===== src/rtl/e2q_pkg.sv =====
// Shared types, constants and helper functions for the Euler-angle to quaternion core.
// Used by every module under rtl; depends on nothing else.
package e2q_pkg;

  // Default widths of the angle inputs and of the quaternion components.
  localparam int DEF_ANGLE_BITS     = 16;
  localparam int DEF_COMPONENT_BITS = 16;

  // The CORDIC datapath runs in Q2.30 with two guard bits of headroom.
  localparam int CORDIC_STEPS = 30;
  localparam int CORDIC_W     = 34;
  localparam int TRIG_W       = 32;
  localparam int PROD_W       = 2 * TRIG_W;
  localparam int SUM_W        = TRIG_W + 1;
  localparam int OUT_W        = 35;

  localparam logic signed [CORDIC_W-1:0] Q30_ONE_GAIN = 34'sh26DD3B6A;
  localparam logic signed [PROD_W-1:0]   Q30_HALF_LSB = 64'sd536870912;

  // Component order in the packed result word.
  localparam int COMP_W = 0;
  localparam int COMP_X = 1;
  localparam int COMP_Y = 2;
  localparam int COMP_Z = 3;
  localparam int NUM_COMPS = 4;
  localparam int NUM_ANGLES = 3;

  // Cosine and sine of one half angle, Q2.30.
  typedef struct packed {
    logic signed [TRIG_W-1:0] cos_v;
    logic signed [TRIG_W-1:0] sin_v;
  } trig_t;

  // Arctangent of 2^-i in units of 2^32 per full turn.
  function automatic logic signed [CORDIC_W-1:0] atan_step(input int idx);
    logic [31:0] val;
    begin
      unique case (idx)
        0:  val = 32'h20000000;
        1:  val = 32'h12E4051E;
        2:  val = 32'h09FB385B;
        3:  val = 32'h051111D4;
        4:  val = 32'h028B0D43;
        5:  val = 32'h0145D7E1;
        6:  val = 32'h00A2F61E;
        7:  val = 32'h00517C55;
        8:  val = 32'h0028BE53;
        9:  val = 32'h00145F2F;
        10: val = 32'h000A2F98;
        11: val = 32'h000517CC;
        12: val = 32'h00028BE6;
        13: val = 32'h000145F3;
        14: val = 32'h0000A2FA;
        15: val = 32'h0000517D;
        16: val = 32'h000028BE;
        17: val = 32'h0000145F;
        18: val = 32'h00000A30;
        19: val = 32'h00000518;
        20: val = 32'h0000028C;
        21: val = 32'h00000146;
        22: val = 32'h000000A3;
        23: val = 32'h00000051;
        24: val = 32'h00000029;
        25: val = 32'h00000014;
        26: val = 32'h0000000A;
        27: val = 32'h00000005;
        28: val = 32'h00000003;
        default: val = 32'h00000001;
      endcase
      return $signed({2'b00, val});
    end
  endfunction

  // Q2.30 product rescale: floor((p + 2^29) / 2^30), kept to 32 bits.
  function automatic logic signed [TRIG_W-1:0] q30_round(input logic signed [PROD_W-1:0] p);
    logic signed [PROD_W-1:0] t;
    begin
      t = p + Q30_HALF_LSB;
      return $signed(t[TRIG_W+29:30]);
    end
  endfunction

endpackage


===== src/rtl/e2q_out_skid.sv =====
// Output register with one skid entry, so the pipeline keeps moving while a word waits.
// Depends on no package contents beyond its own width parameter.
module e2q_out_skid #(
  parameter int DATA_W = 64
) (
  input  logic              clk_i,
  input  logic              rst_ni,
  input  logic              valid_i,
  input  logic [DATA_W-1:0] data_i,
  output logic              ready_o,
  output logic              valid_o,
  input  logic              ready_i,
  output logic [DATA_W-1:0] data_o
);
  import e2q_pkg::*;

  logic              out_valid_q;
  logic [DATA_W-1:0] out_data_q;
  logic              skid_valid_q;
  logic [DATA_W-1:0] skid_data_q;
  logic              out_free;

  // The pipeline may advance whenever the skid entry is empty.
  assign ready_o  = !skid_valid_q;
  assign out_free = !out_valid_q || ready_i;

  // Control: the skid entry drains first, otherwise the pipeline word goes straight out.
  always_ff @(posedge clk_i or negedge rst_ni) begin
    if (!rst_ni) begin
      out_valid_q  <= 1'b0;
      skid_valid_q <= 1'b0;
    end else if (out_free) begin
      out_valid_q  <= skid_valid_q || valid_i;
      skid_valid_q <= 1'b0;
    end else if (valid_i && !skid_valid_q) begin
      skid_valid_q <= 1'b1;
    end
  end

  // Payload.
  always_ff @(posedge clk_i) begin
    if (out_free) begin
      out_data_q <= skid_valid_q ? skid_data_q : data_i;
    end else if (valid_i && !skid_valid_q) begin
      skid_data_q <= data_i;
    end
  end

  assign valid_o = out_valid_q;
  assign data_o  = out_data_q;

endmodule


===== config.mk =====
export PLATFORM = sky130hd
export DESIGN_NAME = e2q_out_skid
export DESIGN_NICKNAME = d
export VERILOG_FILES = /design/src/rtl/e2q_pkg.sv /design/src/rtl/e2q_out_skid.sv
export SDC_FILE = /design/constraint.sdc
export NUM_CORES = 1
export LEC_CHECK = 0
export ABC_CLOCK_PERIOD_IN_PS = 8600
export BUFFER_PORTS_ARGS = -buffer_cell sky130_fd_sc_hd__buf_2
export CAP_MARGIN = 20
export CELL_PAD_IN_SITES_DETAIL_PLACEMENT = 1
export CELL_PAD_IN_SITES_GLOBAL_PLACEMENT = 1
export CORE_MARGIN = 2
export CORE_UTILIZATION = 41
export CTS_CLUSTER_SIZE = 12
export DETAILED_ROUTE_END_ITERATION = 12
export PLACE_DENSITY_LB_ADDON = 0.1
export SLEW_MARGIN = 40
export SYNTH_ARGS = -nofsm -noshare
export SYNTH_HDL_FRONTEND = slang
export SYNTH_SLANG_ARGS = --single-unit

===== constraint.sdc =====
create_clock -name clk_i -period 8.6 [get_ports clk_i]
set_clock_uncertainty 0.2 [all_clocks]
set_input_delay 0 -clock clk_i [delete_from_list [all_inputs] [get_ports clk_i]]
set_output_delay 0 -clock clk_i [all_outputs]
set_load 0.005 [all_outputs]

==> Word-level counts from Yosys, hierarchy flattened <==
Cells that the tools add are included.
{ "totals": {"inputBits": 68, "word_cells": 15, "output_inout_bits": 66, "ff_bits": 130} }
{ "classes": {"reduce_logical": 7, "mux": 3, "n_bitwise": 1} }
{ "ops": {"columns": ["operator", "n"], "rows": [
  ["64-bit 2-to-1 mux", 1],
  ["1-bit logical NOT", 2],
  ["1-bit logical OR", 2],
  ["1-bit 2-to-1 mux", 2],
  ["2-bit AND reduction", 1],
  ["2-bit nonzero test", 1],
  ["1-bit logical AND", 1],
  ["1-bit inverter", 1]
]} }

==> Longest topological paths before layout <==
Gate-level depths: netlist of run 1.
{ "logic_depth": {"ltp_word": 4, "ltp_mapped": 4} }

==> Worst setup path after synthesis of run 1 <==
OpenSTA, ideal clock, no wires.
{ "synth_timing": {"path_kind": "reg2reg", "from": "register out_valid_q (netlist: valid_o)", "to": "register skid_data_q[0], enable pin", "path_stages_with_launch": 3, "arrival_ns": 6.663, "required_ns": 7.822, "slack_ns": 1.159, "setup_time_ns": 0.578, "path_buffers": 0, "cell_sequence": "dfrtp_1 nand2b_1 nor3b_1"} }
{ "synth_via": {"elab_chain_len": 4} }
{ "synth_rtl": {"columns": ["item", "line", "text"], "rows": [
  ["start, declared", "e2q_out_skid.sv:17", "logic out_valid_q;"],
  ["start signal, assigned", "e2q_out_skid.sv:33", "out_valid_q <= skid_valid_q || valid_i;"],
  ["1-bit logical NOT", "e2q_out_skid.sv:25", "assign out_free = !out_valid_q || ready_i;"],
  ["1-bit logical OR", "e2q_out_skid.sv:25", null],
  ["net out_free", "e2q_out_skid.sv:21", "logic out_free;"],
  ["1-bit inverter (no source line)", null, null],
  ["2-bit AND reduction (no source line)", null, null],
  ["end signal, assigned", "e2q_out_skid.sv:45", "skid_data_q <= data_i;"],
  ["end, declared", "e2q_out_skid.sv:20", "logic [DATA_W-1:0] skid_data_q;"]
]} }
The timed path passes the listed nets, and every way through them passes these cells.
A chain may end at the register's enable or synchronous reset.

==> Worst setup path in the final report of run 1 <==
{ "layout_timing": {"from": "register out_valid_q (netlist: valid_o)", "to": "register skid_data_q[1], enable pin"} }
The elaborated chain is that of the path after synthesis.

==> results of run 1 <==
## cell type report
class	instances	area, um2
repair buffers	204	1390
clock buffers	19	433
well taps	143	179
fillers	1068	4560
clock inverters	12	118
multi-input cells	69	833
flip-flops and latches	130	3900
inverters	1	3.75
## synth_stat cells (all sizes together)
cell	n	area [um2]
buf	7	60.1
dfrtp	2	50.1
edfxtp	128	3840
inv	1	3.75
mux2	64	796
nand2	1	3.75
nand2b	1	6.26
nor2	2	7.51
nor3b	1	7.51
## path summary, 6_finish.rpt
path	from	end	cells after the start
max	valid_o	skid_data_q[1]	4
max in group asynchronous	rst_ni	skid_valid_q	3
min in group asynchronous	rst_ni	skid_valid_q	3
max reg2reg	valid_o	skid_data_q[1]	4
min	ready_i	data_o[31]	2
min reg2reg	skid_data_q[54]	data_o[54]	1
## cell families after synthesis
| kind of cell | Yosys count |
|---|---|
| flops | 130 |
| mux | 64 |
| simple gates | 5 |
| buf+inv | 8 |
## stage by stage
stage | cells | total power [W] | utilization [%]
2_1_floorplan | 207 | 0.000838 | -
3_3_place_gp | 477 | 0.000894 | 48.9
3_5_place_dp | 479 | 0.000899 | 49.3
4_1_cts | 578 | 0.00159 | 60.1
5_1_grt | 578 | 0.00163 | 60.1
6_report | 578 | 0.00158 | 60.1
## sequential cells by signal, indices dropped and copies added, names as in the netlist
register      cells
valid_o           1
skid_valid_q      1
data_o           64
skid_data_q      64
## power by group
group	total (W)	leakage (nW)	internal [W]	switching, W
clock network	0.000668	0.259	0.000419	0.000249
registers	0.000769	1.25	0.000751	0.0000180
logic	0.000139	1.16	0.0000829	0.0000563
total	0.00158	2.67	0.00125	0.000323
## per-layer routing
metal	up-vias	GRT usage, %	wire (um)
li1	1263	-	-
met1	1306	20.0	4100
met2	83	26.4	4800
met3	16	4.19	477
met4	0	7.80	174
met5	-	0	0
## worst max-delay path, delay by kind of cell (launching register included)
family,cells,cell delay [ns]
buffers and inverters,2,0.99
AND/OR/NAND/NOR,2,0.95
flip-flops,1,0.39
==> flow_summary_export.csv, run 1 <==
group,metric,value,unit
run_status,status,"complete, no violations",
synthesis,synthAdderAreaFrac,0,%
floorplanning,start_util,41.8,%
synthesis,synthMuxAreaShare,16.7,%
placed_design,dpl_cell_area,5630,um2
placed_design,gp_congestion,0.680,
cells_and_area,layout_commonest_cell,"buf_2",
routing,wl_per_cell,16.5,um
min_path,min_path_type,"in2reg",
routing,dr.pass1.iters,4,
synthesis,synth_top_family_by_area,"multiplexers",
cells_and_area,stdcell_area,6860,um2
sta,layout_min_cycle_time,2.94,ns
cells_and_area,area_growth,43.5,%
sta,setup-tns-final,0,ns
synthesis,synth_compound_area_share,0,%
cells_and_area,drive_gt1_share,51.3,%
synthesis,synthDistinctLibCells,12,
sta,setup_viol,0,
synthesis,synth_xor_area_share,0,%
clock_tree,clk_latency,0.41,ns
placed_design,dp.final_hpwl,5850,um
setup_path,cp_max_fo,54,
synthesis,synth_area,4780,um2
cells_and_area,diodes,0,
power,power.density,230,nW/um2
clock_tree,cts_buffers,17,
routing,first_iter_violations,104,
grt,overflow,0,
synthesis,yosysSeqAreaShare,81.5,%
clock_tree,post_cts_buffers,0,
cells_and_area,num-nets-final,491,
synthesis,synth_fp_nets,275,
routing,routed_wl,9560,um
grt,grt_antenna_before_repair,0,
power,peakVddDrop,0.125,mV
clock_tree,root_buffer,"clkbuf_16",
setup_path,end_kind,"flop",
grt,grt_pass1_wl,15300,um
sta,fin_ws,5.66,ns
floorplanning,rows,39,
grt,grt_max_degree,55,
floorplanning,die_h,112,um
placed_design,port_buffers,133,
setup_path,path_cells,"nand2b_4, buf_12, nor3b_2, buf_4",
sta,hold_viol,0,
cells_and_area,mostFrequentLayoutCells,"133 x buf_2, 128 x edfxtp_1, 68 x dlygate4sd3_1",
sta,hold_slack,0.0669,ns
sta,tightestPinTransition,0.791,ns
sta,drv_slew,0,
synthesis,syn_avg_cell_area,23.1,um2
sta,timing.fmax,340,MHz
clock_tree,htreeDepth,4,
floorplanning,die_w,112,um
grt,grt_usage,16.1,%
routing,drt.antenna.violating_nets,0,
clock_tree,clock_path_buffers,2,
setup_path,cp_slowest_cell,"buf_4",
setup_path,critPathKind,"reg2reg",
setup_path,cp_slowest_stage_delay,0.70,ns
setup_path,start_kind,"flop",
routing,vias_per_cell,4.62,
synthesis,synthSimpleGateAreaFrac,0.524,%
setup_path,cp.required,8.44,ns
sta,relSlewSlack,47.0,%
grt,grt_pass1_vias,2917,
routing,vias,2668,
placed_design,post-place-ws,5.60,ns
sta,min_period_over_period,34.2,%
setup_path,arrival,2.78,ns
sta,rsz0062_at_grt,"false",
synthesis,synth_warnings,0,
clock_tree,path_clk_slew,0.06,ns
run,maxCapViolCount,0,
power,leakage,2.67,nW
clock_tree,holdBufCountCts,68,
floorplanning,core,11400,um2
synthesis,synth_cells,207,
floorplanning,die_area,12500,um2
setup_path,rrSetupSlack,5.66,ns
floorplanning,pin_count,134,
synthesis,synth_seq_cells,130,
clock_tree,cts_resized,0,
clock_tree,cts_tree,"yes",
routing,remaining_drc_errors,0,
clock_tree,cts.sinks,130,
(Power assumes the default switching activity.)
==> run 2, diff against run 1 <==
- ABC_AREA: unset -> 1
- ABC_CLOCK_PERIOD_IN_PS: 8600 -> 2800
- clock period: 8.6 -> 2.8 ns (I/O delays scaled with it)
==> flow_summary_export.csv, run 2 <==
group,metric,value,unit
synthesis,synth_fp_nets,412,
cells_and_area,num-nets-final,624,
setup_path,cp.required,2.60,ns
synthesis,yosysTopAreaCell,"edfxtp_1",
grt,grt_pass1_wl,17600,um
sta,relSlewSlack,51.9,%
setup_path,cp_top_family,"buffers and inverters",
power,power.density,701,nW/um2
setup_path,end_kind,"output pin",
synthesis,synth_seq_cells,130,
routing,vias_per_cell,4.61,
min_path,min_path_cells,2,
synthesis,synthDistinctLibCells,9,
placed_design,dp.final_hpwl,6290,um
grt,grt_max_degree,66,
sta,setup-tns-final,0,ns
power,leakage,2.94,nW
setup_path,cp.depth,3,
sta,rsz0062_at_grt,"false",
synthesis,synth_area_leaders,"edfxtp_1 81%, nand2_1 15%, buf_4 1.1%",
clock_tree,htreeDepth,4,
setup_path,cp_max_fo,65,
clock_tree,path_clk_slew,0.05,ns
cells_and_area,drive_gt1_share,29.6,%
routing,routed_wl,10900,um
grt,overflow,0,
clock_tree,cts_tree,"yes",
setup_path,cp_slowest_stage_delay,0.56,ns
synthesis,synth_top_area_share,80.8,%
cells_and_area,diodes,0,
floorplanning,die_area,12500,um2
synthesis,synth_cells,344,
sta,drv_slew,0,
cells_and_area,mostFrequentLayoutCells,"194 x nand2_1, 133 x buf_2, 128 x edfxtp_1",
synthesis,synth_commonest_cells,"195 x nand2_1, 128 x edfxtp_1, 7 x buf_4, 4 x buf_6",
clock_tree,clk_latency,0.40,ns
routing,dr.pass1.iters,4,
setup_path,start_kind,"flop",
routing,wl_per_cell,15.3,um
floorplanning,rows,39,
setup_path,cp.buffers_inverters,3,
setup_path,cp_slowest_cell,"buf_4",
setup_path,path_cells,"inv_2, buf_4, buf_2",
routing,remaining_drc_errors,0,
placed_design,dpl_cell_area,5580,um2
routing,first_iter_violations,124,
synthesis,synth-edff-count,128,
sta,tightestPinTransition,0.721,ns
sta,hold_viol,0,
routing,vias,3264,
sta,setup_viol,0,
clock_tree,holdBufCountCts,68,
setup_path,critPathKind,"reg2out",
setup_path,rr_worst_depth,4,
grt,grt_antenna_before_repair,0,
clock_tree,cts_buffers,17,
synthesis,syn_avg_cell_area,13.8,um2
power,peakVddDrop,0.359,mV
clock_tree,cts_resized,0,
synthesis,synth_warnings,0,
run,maxCapViolCount,0,
clock_tree,cts.sinks,130,
placed_design,port_buffers,133,
cells_and_area,fin_util,59.4,%
synthesis,post-synth-top-count-cell,"nand2_1",
clock_tree,post_cts_buffers,0,
floorplanning,core,11400,um2
sta,timing.fmax,527,MHz
floorplanning,pin_count,134,
sta,layout_min_cycle_time,1.90,ns
min_path,min_path_type,"in2reg",
clock_tree,clock_path_buffers,2,
floorplanning,start_util,41.8,%
run_status,status,"complete, no violations",
synthesis,synth_area,4760,um2
synthesis,yosys_most_used_dff,"edfxtp_1",
placed_design,gp_congestion,0.691,
cells_and_area,area_growth,42.1,%
routing,drt.antenna.violating_nets,0,
setup_path,arrival,1.70,ns
sta,min_period_over_period,67.8,%
synthesis,postSynth.asyncResetShare,1.54,%
cells_and_area,layout_commonest_cell,"nand2_1",
grt,grt_usage,18.5,%
grt,grt_pass1_vias,3488,
clock_tree,root_buffer,"clkbuf_16",
floorplanning,die_w,112,um
floorplanning,die_h,112,um
cells_and_area,stdcell_area,6760,um2
synthesis,yosysSeqAreaShare,81.9,%
-- run 2: changes by cell type in the layout (fill, tap and decap cells not counted), sizes merged --
cell | previous run | this run
nand2b | 1 | 0
mux2 | 64 | 0
clkinvlp | 4 | 1
inv | 1 | 2
bufinv | 2 | 1
nor2 | 2 | 3
clkinv | 6 | 7
nor3b | 1 | 0
nand2 | 1 | 195
buf | 136 | 139
-- run 2: kinds of logic after synthesis --
logic type / count (synthesis) / synth area share [%]
AND/OR/NAND/NOR: 198 / 15.6
flip-flops: 130 / 81.9
buffers and inverters: 16 / 2.52
-- run 2: layout make-up --
type                    count  area, um2
fillers                  1178       4610
flip-flops and latches    130       3890
repair buffers            207       1420
multi-input cells         198        758
clock buffers              19        433
well taps                 143        179
clock inverters             9       70.1
inverters                   2       7.51
-- run 2: per-layer routing --
layer	up-vias	wire [um]	track usage, %
li1	1580	-	-
met1	1567	4710	23.1
met2	100	5280	30.1
met3	17	640	5.93
met4	0	216	7.16
met5	-	0	0
-- run 2: path summary, 6_finish.rpt --
| path | slack (ns) | end | from |
|---|---|---|---|
| worst min register to register | 0.32 | data_o[32] | skid_data_q[32] |
| min in group asynchronous | 0.25 | valid_o | rst_ni |
| worst max register to register | 1.03 | skid_data_q[37] | skid_valid_q |
| max in group asynchronous | 2.02 | skid_valid_q | rst_ni |
| worst max-delay path | 0.90 | ready_o | skid_valid_q |
| worst min-delay path | 0.12 | skid_data_q[7] | data_i[7] |
-- run 2: stage by stage --
stage	instances	worst slack, ns	total power, W	hold slack (ns)
2_1_floorplan	344	0.324	0.00257	-0.496
3_3_place_gp	611	1.03	0.00276	-0.416
3_5_place_dp	612	1.01	0.00278	-0.413
4_1_cts	708	0.884	0.00479	0.0974
5_1_grt	708	0.812	0.00492	0.109
6_report	708	0.901	0.00474	0.119
-- run 2: power by group --
part | leakage [nW] | internal [W] | total, W | switching [W]
Sequential | 1.26 | 0.00232 | 0.00236 | 0.0000407
Clock | 0.249 | 0.00118 | 0.00192 | 0.000739
Combinational | 1.43 | 0.000210 | 0.000456 | 0.000245
Total | 2.94 | 0.00371 | 0.00474 | 0.00102
